### config.mk
export PLATFORM = sky130hd
export DESIGN_NAME = circular_two_smallest_local_minima_core
export DESIGN_NICKNAME = d
export VERILOG_FILES = /design/src/rtl/ctslm_pkg.sv /design/src/rtl/ctslm_scan.sv /design/src/rtl/ctslm_wrap.sv /design/src/rtl/circular_two_smallest_local_minima_core.sv
export SDC_FILE = /design/constraint.sdc
export NUM_CORES = 2
export LEC_CHECK = 0
export ABC_AREA = 1
export BUFFER_PORTS_ARGS = -buffer_cell sky130_fd_sc_hd__buf_2
export CAP_MARGIN = 20
export CORE_MARGIN = 2
export CORE_UTILIZATION = 38
export CTS_CLUSTER_SIZE = 16
export DETAILED_ROUTE_END_ITERATION = 16
export GPL_TIMING_DRIVEN = 0
export PLACE_DENSITY_LB_ADDON = 0.12
export SLEW_MARGIN = 20
export SYNTH_ARGS = -nofsm -noshare
export SYNTH_HDL_FRONTEND = slang
export SYNTH_HIERARCHICAL = 1
export SYNTH_SLANG_ARGS = --single-unit
### constraint.sdc
create_clock -name clk -period 30.3 [get_ports clk]
set_input_delay 3.03 -clock clk [delete_from_list [all_inputs] [get_ports clk]]
set_output_delay 3.03 -clock clk [all_outputs]
set_load 0.1 [all_outputs]
### src/rtl/ctslm_pkg.sv
// ----------------------------------------------------------------------------
// ctslm_pkg
// Shared types, constants and the local-minimum update used by the scan
// stage and the wrap-around stages of the two-smallest-minima finder.
// ----------------------------------------------------------------------------
package ctslm_pkg;

  // Widths of the sample, label index, register and curvature fields
  localparam int SAMPLE_W = 32;
  localparam int LABEL_W  = 8;
  localparam int COUNT_W  = 9;
  localparam int CURV_W   = 34;

  // Label count limits and register reset value
  localparam int                 MAX_LABELS_DEFAULT = 256;
  localparam int                 LABEL_CAP          = 256;
  localparam logic [COUNT_W-1:0] LABEL_MIN          = 9'd3;
  localparam logic [COUNT_W-1:0] NUM_LABELS_RESET   = 9'd100;

  // Minima count codes
  localparam logic [1:0] MINIMA_NONE = 2'd0;
  localparam logic [1:0] MINIMA_ONE  = 2'd1;
  localparam logic [1:0] MINIMA_SAT  = 2'd2;

  typedef logic signed [SAMPLE_W-1:0] sample_t;
  typedef logic signed [CURV_W-1:0]   curv_t;
  typedef logic        [LABEL_W-1:0]  label_t;

  // Two smallest minima seen so far in a voxel
  typedef struct packed {
    sample_t    best_value;
    label_t     best_index;
    curv_t      best_curvature;
    sample_t    runner_value;
    label_t     runner_index;
    logic [1:0] count;
  } track_t;

  // Hand-off from the scan stage on the last word of a voxel
  typedef struct packed {
    track_t  trk;
    sample_t prev;
    sample_t cur;
    sample_t first;
    sample_t second;
    label_t  pos;
  } snap_t;

  // Circular second difference lo + hi - 2*mid, exact in 34 bits
  function automatic curv_t second_diff(input sample_t lo, input sample_t mid,
                                        input sample_t hi);
    return curv_t'(lo) + curv_t'(hi) - (curv_t'(mid) <<< 1);
  endfunction

  // Order by value, then by lower index
  function automatic logic lex_less(input sample_t va, input label_t ia,
                                    input sample_t vb, input label_t ib);
    return (va < vb) || ((va == vb) && (ia < ib));
  endfunction

  // Test position idx and fold it into the running two smallest minima
  function automatic track_t consider(input track_t trk, input sample_t lo,
                                      input sample_t mid, input sample_t hi,
                                      input label_t idx);
    track_t n;
    n = trk;
    if ((mid < lo) && (hi >= mid)) begin
      if (trk.count == MINIMA_NONE) begin
        n.best_value     = mid;
        n.best_index     = idx;
        n.best_curvature = second_diff(lo, mid, hi);
      end else if (lex_less(mid, idx, trk.best_value, trk.best_index)) begin
        n.runner_value   = trk.best_value;
        n.runner_index   = trk.best_index;
        n.best_value     = mid;
        n.best_index     = idx;
        n.best_curvature = second_diff(lo, mid, hi);
      end else if ((trk.count == MINIMA_ONE) ||
                   lex_less(mid, idx, trk.runner_value, trk.runner_index)) begin
        n.runner_value = mid;
        n.runner_index = idx;
      end
      if (trk.count < MINIMA_SAT) begin
        n.count = trk.count + 2'd1;
      end
    end
    return n;
  endfunction

endpackage

### src/rtl/ctslm_scan.sv
// ----------------------------------------------------------------------------
// ctslm_scan
// Per-voxel scan: keeps the last two samples and the first two of the voxel,
// tests the middle position of each window of three, and hands a snapshot
// to the wrap-around stages on the last word of the voxel.
// ----------------------------------------------------------------------------
module ctslm_scan #(
  parameter int MAX_LABELS = ctslm_pkg::MAX_LABELS_DEFAULT
) (
  input  logic                                clk,
  input  logic                                rst,
  input  logic [ctslm_pkg::COUNT_W-1:0]       num_labels,
  input  logic                                take,
  input  ctslm_pkg::sample_t                  residual,
  output logic                                push,
  output ctslm_pkg::snap_t                    snap
);

  // Highest usable label count
  localparam logic [ctslm_pkg::COUNT_W-1:0] LABEL_HI =
    ctslm_pkg::COUNT_W'((MAX_LABELS < ctslm_pkg::LABEL_CAP) ?
                        MAX_LABELS : ctslm_pkg::LABEL_CAP);

  logic [ctslm_pkg::LABEL_W-1:0] position;
  ctslm_pkg::track_t             trk;
  ctslm_pkg::track_t             trk_next;
  ctslm_pkg::sample_t            first_sample;
  ctslm_pkg::sample_t            second_sample;
  ctslm_pkg::sample_t            older_sample;
  ctslm_pkg::sample_t            newer_sample;
  logic [ctslm_pkg::COUNT_W-1:0] labels;
  logic                          last;

  // Clamp the label count and detect the last word of the voxel
  always_comb begin
    if (num_labels > LABEL_HI) begin
      labels = LABEL_HI;
    end else if (num_labels < ctslm_pkg::LABEL_MIN) begin
      labels = ctslm_pkg::LABEL_MIN;
    end else begin
      labels = num_labels;
    end
    last = ({1'b0, position} + 9'd1) >= labels;
  end

  // Test the position before the current word
  always_comb begin
    if (position >= 8'd2) begin
      trk_next = ctslm_pkg::consider(trk, older_sample, newer_sample, residual,
                                     position - 8'd1);
    end else begin
      trk_next = trk;
    end
    push            = take && last;
    snap.trk        = trk_next;
    snap.prev       = newer_sample;
    snap.cur        = residual;
    snap.first      = first_sample;
    snap.second     = second_sample;
    snap.pos        = position;
  end

  // Advance position and minima, clear both at the end of a voxel
  always_ff @(posedge clk) begin
    if (rst) begin
      position <= '0;
      trk      <= '0;
    end else if (take) begin
      if (last) begin
        position <= '0;
        trk      <= '0;
      end else begin
        position <= position + 8'd1;
        trk      <= trk_next;
      end
    end
  end

  // Hold the sample window
  always_ff @(posedge clk) begin
    if (take) begin
      if (position == 8'd0) begin
        first_sample <= residual;
      end
      if (position == 8'd1) begin
        second_sample <= residual;
      end
      older_sample <= newer_sample;
      newer_sample <= residual;
    end
  end

  // Position stays inside the clamped period
  a_position_range: assert property (@(posedge clk) disable iff (rst)
    {1'b0, position} < LABEL_HI)
    else $error("scan position beyond label range");

  // Minima count saturates at two
  a_count_sat: assert property (@(posedge clk) disable iff (rst)
    trk.count != 2'd3)
    else $error("minima count past saturation");

endmodule

### src/rtl/ctslm_wrap.sv
// ----------------------------------------------------------------------------
// ctslm_wrap
// Closes the circle of a finished voxel: tests the last position, then
// position zero, and forms the result word in the output register.
// ----------------------------------------------------------------------------
module ctslm_wrap (
  input  logic                            clk,
  input  logic                            rst,
  input  logic                            push,
  input  ctslm_pkg::snap_t                snap,
  output logic                            room,
  output logic                            out_valid,
  input  logic                            out_stall,
  output ctslm_pkg::label_t               first_minimum,
  output ctslm_pkg::label_t               second_minimum,
  output ctslm_pkg::curv_t                curvature,
  output logic [1:0]                      minima_found
);

  logic               a_valid;
  ctslm_pkg::snap_t   a_snap;
  logic               b_valid;
  ctslm_pkg::track_t  b_trk;
  ctslm_pkg::track_t  b_trk_next;
  ctslm_pkg::sample_t b_cur;
  ctslm_pkg::sample_t b_first;
  ctslm_pkg::sample_t b_second;
  ctslm_pkg::track_t  f_trk;
  logic               out_free;
  logic               b_free;

  // Each stage moves when the one after it has room
  always_comb begin
    out_free = !out_valid || !out_stall;
    b_free   = !b_valid || out_free;
    room     = !a_valid || b_free;
  end

  // Test the last position, then position zero
  always_comb begin
    b_trk_next = ctslm_pkg::consider(a_snap.trk, a_snap.prev, a_snap.cur,
                                     a_snap.first, a_snap.pos);
    f_trk      = ctslm_pkg::consider(b_trk, b_cur, b_first, b_second, '0);
  end

  // Advance stage valid bits
  always_ff @(posedge clk) begin
    if (rst) begin
      a_valid   <= 1'b0;
      b_valid   <= 1'b0;
      out_valid <= 1'b0;
    end else begin
      if (room) begin
        a_valid <= push;
      end
      if (b_free) begin
        b_valid <= a_valid;
      end
      if (out_free) begin
        out_valid <= b_valid;
      end
    end
  end

  // Hold stage payloads and form the result word
  always_ff @(posedge clk) begin
    if (room) begin
      a_snap <= snap;
    end
    if (b_free) begin
      b_trk    <= b_trk_next;
      b_cur    <= a_snap.cur;
      b_first  <= a_snap.first;
      b_second <= a_snap.second;
    end
    if (out_free) begin
      minima_found <= f_trk.count;
      if (f_trk.count == ctslm_pkg::MINIMA_NONE) begin
        first_minimum  <= '0;
        second_minimum <= '0;
        curvature      <= ctslm_pkg::second_diff(b_cur, b_first, b_second);
      end else begin
        first_minimum  <= f_trk.best_index;
        second_minimum <= (f_trk.count == ctslm_pkg::MINIMA_SAT) ?
                          f_trk.runner_index : f_trk.best_index;
        curvature      <= f_trk.best_curvature;
      end
    end
  end

  // No minimum reports index zero twice
  a_none_zero: assert property (@(posedge clk) disable iff (rst)
    out_valid && (minima_found == ctslm_pkg::MINIMA_NONE) |->
      (first_minimum == '0) && (second_minimum == '0))
    else $error("empty result with nonzero index");

  // A single minimum is reported twice
  a_one_same: assert property (@(posedge clk) disable iff (rst)
    out_valid && (minima_found == ctslm_pkg::MINIMA_ONE) |->
      second_minimum == first_minimum)
    else $error("single minimum reported with two indexes");

  // Two minima sit at distinct positions
  a_two_distinct: assert property (@(posedge clk) disable iff (rst)
    out_valid && (minima_found == ctslm_pkg::MINIMA_SAT) |->
      second_minimum != first_minimum)
    else $error("two minima at the same index");

endmodule

### src/rtl/circular_two_smallest_local_minima_core.sv
// ----------------------------------------------------------------------------
// circular_two_smallest_local_minima_core
// Finds the two smallest local minima of a periodic residual curve per voxel.
// ----------------------------------------------------------------------------
// Usage:
//   Input channel (in_valid / in_stall / residual) takes one Q16.16 residual
//   word per cycle unless stalled, in label order; voxels follow with no gap.
//   After the last word of a voxel (num_labels words, clamped to 3..256) one
//   result word leaves on the output channel (out_valid / out_stall) with
//   first_minimum, second_minimum, curvature and minima_found.
//   Throughput: one residual word per cycle, sustained unless in_stall rises.
//   The snapshot taken with the last word of a voxel enters the first
//   wrap-around stage; the test of the last position loads the second stage,
//   and the test of position zero loads the output register, which raises
//   out_valid.
//   A stalled result is held; the block keeps taking words and raises
//   in_stall only when both wrap-around stages and the output register hold
//   results.
//   num_labels is written through cfg_write / cfg_data while idle; the user
//   keeps to this, the block does not enforce it. Reset (rst, synchronous)
//   restores num_labels to 100, empties the pipeline and starts a fresh voxel.
// ----------------------------------------------------------------------------
module circular_two_smallest_local_minima_core #(
  parameter int MAX_LABELS = ctslm_pkg::MAX_LABELS_DEFAULT
) (
  input  logic                          clk,
  input  logic                          rst,
  input  logic                          cfg_write,
  input  logic [ctslm_pkg::COUNT_W-1:0] cfg_data,
  input  logic                          in_valid,
  output logic                          in_stall,
  input  ctslm_pkg::sample_t            residual,
  output logic                          out_valid,
  input  logic                          out_stall,
  output ctslm_pkg::label_t             first_minimum,
  output ctslm_pkg::label_t             second_minimum,
  output ctslm_pkg::curv_t              curvature,
  output logic [1:0]                    minima_found
);

  logic [ctslm_pkg::COUNT_W-1:0] num_labels;
  logic                          take;
  logic                          push;
  logic                          room;
  ctslm_pkg::snap_t              snap;

  // Hold the label count register
  always_ff @(posedge clk) begin
    if (rst) begin
      num_labels <= ctslm_pkg::NUM_LABELS_RESET;
    end else if (cfg_write) begin
      num_labels <= cfg_data;
    end
  end

  // Input handshake
  assign in_stall = !room;
  assign take     = in_valid && room;

  ctslm_scan #(
    .MAX_LABELS (MAX_LABELS)
  ) u_scan (
    .clk        (clk),
    .rst        (rst),
    .num_labels (num_labels),
    .take       (take),
    .residual   (residual),
    .push       (push),
    .snap       (snap)
  );

  ctslm_wrap u_wrap (
    .clk            (clk),
    .rst            (rst),
    .push           (push),
    .snap           (snap),
    .room           (room),
    .out_valid      (out_valid),
    .out_stall      (out_stall),
    .first_minimum  (first_minimum),
    .second_minimum (second_minimum),
    .curvature      (curvature),
    .minima_found   (minima_found)
  );

endmodule

== Yosys cells after proc, flatten, opt, wreduce, memory -nomap -nowiden ==
Index checks and enable logic that the tools add are counted.

* Mux-type cells: 28
* $add $sub $neg: 12
* Reduce and logical (&&, ||, !) cells: 35
* Equal/unequal tests: 11
* Magnitude comparators: 25

{| class="wikitable"
|+ Operators by type and width
! cell !! count
|-
| two-way mux 116 bit || 4
|-
| two-way mux 40 bit || 9
|-
| two-way mux 74 bit || 4
|-
| < comparator 32 bit || 9
|-
| equality test 32 bit || 6
|-
| subtractor 33 x 33 -> 34 bit || 3
|-
| adder 32 x 32 -> 33 bit || 3
|-
| greater-or-equal comparator 32 bit || 3
|-
| two-way mux 42 bit || 2
|-
| two-way mux 84 bit || 1
|-
| two-way mux 34 bit || 1
|-
| < comparator 8 bit || 4
|-
| two-way mux 9 bit || 2
|-
| < comparator 1 x 8 -> 1 bit, first input constant || 2
|-
| two-way mux 8 bit || 2
|-
| logical OR 1 bit || 12
|-
| logical AND 1 bit || 11
|-
| adder 8 x 1 -> 9 bit, second input constant || 1
|-
| greater-or-equal comparator 9 bit || 1
|-
| greater-than comparator 9 bit, second input constant || 1
|-
| < comparator 9 x 2 -> 1 bit, second input constant || 1
|-
| adder 8 x 1 -> 8 bit, second input constant || 1
|-
| equality test 8 x 1 -> 1 bit, second input constant || 1
|-
| greater-or-equal comparator 8 x 2 -> 1 bit, second input constant || 1
|-
| 10 further kinds || 26
|}

* Word-level logic and storage cells: 150
* Input port bits: 46
* Output and inout bits: 54
* Bits in registers: 780

== Longest topological paths before layout ==
* Depth in word-level cells: 11
* Gate-level depth with buffers: 24
* Gate-level depth less buffers: 24

== Modules after synthesis ==
The synthesis kept the hierarchy.

{| class="wikitable"
|+ By module, submodules not included
! module !! area an instance (µm²) !! times used !! cells each
|-
| ctslm_wrap || 31,861.8 || 1 || 3,407
|-
| ctslm_scan || 18,666.7 || 1 || 2,504
|-
| circular_two_smallest_local_minima_core || 379.1 || 1 || 55
|}

== Least setup slack after synthesis ==
Ideal clock, no wire load.

* Kind: input -> output
* Start point: input port out_stall
* End point: output port in_stall
* Required time: 27,270 ps
* Stages on the path: 4
* Path buffers: 0
* Arrival: 12,400 ps
* Path slack: 14,870 ps
* Cell sequence: nand2_1 -> nor2_1 -> nand2_1 -> inv_1

* Word-level cells in the longest chain between the ends: 5

{| class="wikitable"
|+ Ends and longest elaborated chain
! item !! line !! text
|-
| start: declaration || circular_two_smallest_local_minima_core.sv:34 || <nowiki>input logic out_stall,</nowiki>
|-
| logical NOT 1 bit || ctslm_wrap.sv:34 || <nowiki>out_free = !out_valid || !out_stall;</nowiki>
|-
| logical OR 1 bit || ctslm_wrap.sv:34 ||
|-
| logical OR 1 bit || ctslm_wrap.sv:35 || <nowiki>b_free = !b_valid || out_free;</nowiki>
|-
| logical OR 1 bit || ctslm_wrap.sv:36 || <nowiki>room = !a_valid || b_free;</nowiki>
|-
| via room || circular_two_smallest_local_minima_core.sv:44 || <nowiki>logic room;</nowiki>
|-
| logical NOT 1 bit || circular_two_smallest_local_minima_core.sv:57 || <nowiki>assign in_stall = !room;</nowiki>
|-
| end: declaration || circular_two_smallest_local_minima_core.sv:31 || <nowiki>output logic in_stall,</nowiki>
|}

The timed path passes the listed nets, and every way through them passes these cells.

== Worst setup path in the final report ==
* Start point: input port out_stall
* End point: output port in_stall

* Word-level cells in the longest chain between the ends: 5

{| class="wikitable"
|+ Ends and longest elaborated chain
! item !! line !! text
|-
| logical NOT 1 bit || ctslm_wrap.sv:34 ||
|-
| logical OR 1 bit || ctslm_wrap.sv:34 ||
|-
| via u_wrap.out_free || ctslm_wrap.sv:29 || <nowiki>logic out_free;</nowiki>
|-
| logical OR 1 bit || ctslm_wrap.sv:35 ||
|-
| logical OR 1 bit || ctslm_wrap.sv:36 ||
|-
| via room || circular_two_smallest_local_minima_core.sv:44 ||
|-
| logical NOT 1 bit || circular_two_smallest_local_minima_core.sv:57 ||
|}

The timed path passes the listed nets, and every way through them passes these cells.

==> flow_summary.yaml <==
worst_setup_path:
  cp_slowest_cell: "nand2_4"
  critPathMaxStageDelay_ns: 0.51
  crit_path_max_fanout: 52
  cp-start-kind: "input port"
  arrival_ns: 5.76
  cp-end-kind: "primary output"
  reg2reg_depth: 17
  timing.rr.start: "u_wrap/out_valid"
  path_cells: "buf_2 > nand2_4 > nor2_1 > nand2_4 > buf_16 > buf_12 > buf_12 > buf_16 > inv_1 > buf_2"
  path_class: "in2out"
  crit_path_start: "out_stall"
  required_ns: 27.27
global_route:
  grt_pass1_wl_mm: 243.5
  grt_pass1_vias: 39220
  grt-ovfl-total: 0
  grt_antenna_before_repair: 18
  grt_max_degree: 93
  grtUsageTotal_pct: 24.02
floorplan:
  core_area_mm2: 0.1333
  fp-row-count: 134
  die_h_um: 370.0
  fp.dieW_um: 370.0
  dieArea_mm2: 0.1369
  initial_core_util_pct: 38.19
  pin_count: 100
yosys:
  syn-cell-area_mm2: 0.05091
  yosysWarnings: 6
  synth-simple-area-share_pct: 21.10
  avgSynthCellArea_um2: 8.533
  synth_top_family_by_area: "simple AND/OR/NAND/NOR gates"
  synthArstFlopShare_pct: 0
  synth_cell_types: 50
  synth_nets: 6638
  synth_cells: 5966
  synth_adder_area_share_pct: 16.80
  synth_edf_count: 644
  synth-compound-area-share_pct: 7.644
  synthFlopType: "edfxtp_1"
  synthXorXnorAreaFrac_pct: 1.686
  synthMuxAreaShare_pct: 0
  ys_seq_area_share_pct: 43.34
  synth-seq-cells: 780
routing:
  viasPerCell: 4.994
  routed_wl_mm: 165.0
  drc_errors: 0
  firstDrtPassIters: 6
  post_drt_wl_per_cell_um: 20.57
  drt-initial-drc-count: 3236
  ant_nets: 0
  vias: 40080
cells_and_area:
  multi_input_area_mm2: 0.02407
  final_cell_count_no_fill: 8025
  layout-drive-gt1-share_pct: 6.507
  fillCellCount: 13320
  design_area_mm2: 0.05720
  final_nets: 6849
  ff_latch_area_mm2: 0.02206
  final_util_pct: 42.92
  syn_to_final_growth_pct: 12.37
hold_path:
  holdPathStages: 0
  hp-start: "u_wrap/a_snap[39]"
  hold_class: "reg2reg"
place:
  place_congestion: 0.9351
  portBuffers: 98
  dp_cells: 7851
  pre_cts_ws_ns: 21.47
  dpl-instance-area_mm2: 0.05396
  dp_hpwl_mm: 135.6
run:
  cap_violations: 0
status:
  status: "completed"
timing:
  finalSetupViolCount: 0
  maxSlewViolCount: 0
  hold_viol: 0
  setup_ws_ns: 21.51
  fmax_mhz: 113.8
  rsz0062_at_grt: "no"
  period_share_pct: 29.00
  finClkSkew_ns: 0.03578
  maxSlewHeadroom_pct: 26.45
  holdWs_ns: 0.4151
  max_slew.worst_pin.slew_ns: 1.103
  period_minus_slack_ns: 8.786
  tns_ns: 0
power:
  powerDensity_mw_per_mm2: 64.89
  peakVddDrop_mv: 0.05348
  power.leakage_nw: 26.80
  finalPower_mw: 3.712
cts:
  cts_buffers: 92
  cts.path.max_buffers: 3
  clock_latency_ns: 0.73
  cts.clk_slew.worst_paths_ns: 0.06
  cts-hold-fix-buffers: 0
  root_buffer: "clkbuf_16"
  postCtsSetupRepairBufs: 0
  cts_resized: 0
  cts_num_sinks: 780
  cts_tree: "done"
  cts_max_level: 3
cell usage in the layout (no fill, tap or decap), drive strengths merged, types with 136 or more instances in the layout:
master  Yosys  layout
nand2    1508    1508
inv      1011    1018
edfxtp    644     644
ha        530     530
a21oi     438     438
nand3     400     400
nor2      368     368
buf       113     230
clkbuf     77     190
o21ai     184     184
dfxtp     136     136
sequential cells by signal (all words and copies together), names as in the netlist:
register / flops
u_wrap/a_snap: 252
u_scan/older_sample: 32
u_scan/newer_sample: 32
u_wrap/b_second: 32
u_wrap/b_valid: 1
u_wrap/curvature: 34
u_wrap/a_valid: 1
u_scan/first_sample: 32
u_wrap/b_first: 32
u_scan/second_sample: 32
u_wrap/b_cur: 32
u_wrap/b_trk: 116
u_wrap/out_valid: 1
u_scan/position: 8
num_labels: 9
u_wrap/first_minimum: 8
u_scan/trk: 116
u_wrap/second_minimum: 8
u_wrap/minima_found: 2
area by class of cell:
cell class	count	share of cell area, %
antenna	2	0.008749
buffer	190	1.752
clock buffer	113	4.237
clock inverter	59	1.422
inverter	1013	6.665
multi-input combinational	3983	42.08
sequential	780	38.57
tap	1768	3.867
timing repair buffer	117	1.402
critical path: cells and delay by family:
| kind | cells | cell delay (ns) |
|---|---|---|
| buf+inv | 7 | 1.61 |
| simple gates | 3 | 0.98 |
layer usage:
layer / GRT usage (%) / up-vias / share of wire, %
li1: - / 19980 / -
met1: 33.78 / 18920 / 47
met2: 38.63 / 956 / 45
met3: 2.629 / 224 / 4.7
met4: 7.716 / 4 / 3.3
met5: 0 / - / 0.014
synth_stat cells (all sizes together) (4+ instances only):
cell type     n  area, um2
a31oi        17      106.4
xor2         60      525.5
nor3         36      185.2
clkbuf       77      289.0
nand3       400       2029
nand4        99      619.3
nor2        368       1416
nand3b       14      105.1
edfxtp      644      19340
dfxtp       136       2723
fa           96       1922
o21ai       184      924.6
o211ai        9      67.56
a21boi        6      45.05
xnor2        38      332.8
nand2      1508       5695
a211oi        4      30.03
a21oi       438       2192
and2         89      556.8
buf         113      713.2
o21bai       20      150.1
o21a         20      150.1
nor4         14      93.84
a21o         22      165.2
inv        1011       3795
ha          530       6631
report_power, final:
| group | total (mW) | leakage [nW] | switching [mW] | internal (mW) |
|---|---|---|---|---|
| combinational | 1.16 | 17.0 | 0.835 | 0.329 |
| clock | 1.19 | 1.57 | 0.479 | 0.712 |
| sequential | 1.36 | 8.21 | 0.0756 | 1.28 |
cells by family after synthesis:
group,Yosys count
flip-flops,780
XOR/XNOR,98
AO/OA/AOI/OAI,727
adder cells (fa/ha/maj),626
buffers and inverters,1203
AND/OR/NAND/NOR,2532
worst paths after layout:
kind | to | slack, ns
setup / recovery | in_stall | 21.51
hold / removal | u_wrap/b_second[31] | 0.42
setup reg to reg | u_scan/first_sample[27] | 24.75
hold reg to reg | u_wrap/b_second[31] | 0.42
Note: power is estimated with default switching activity, not from simulation.
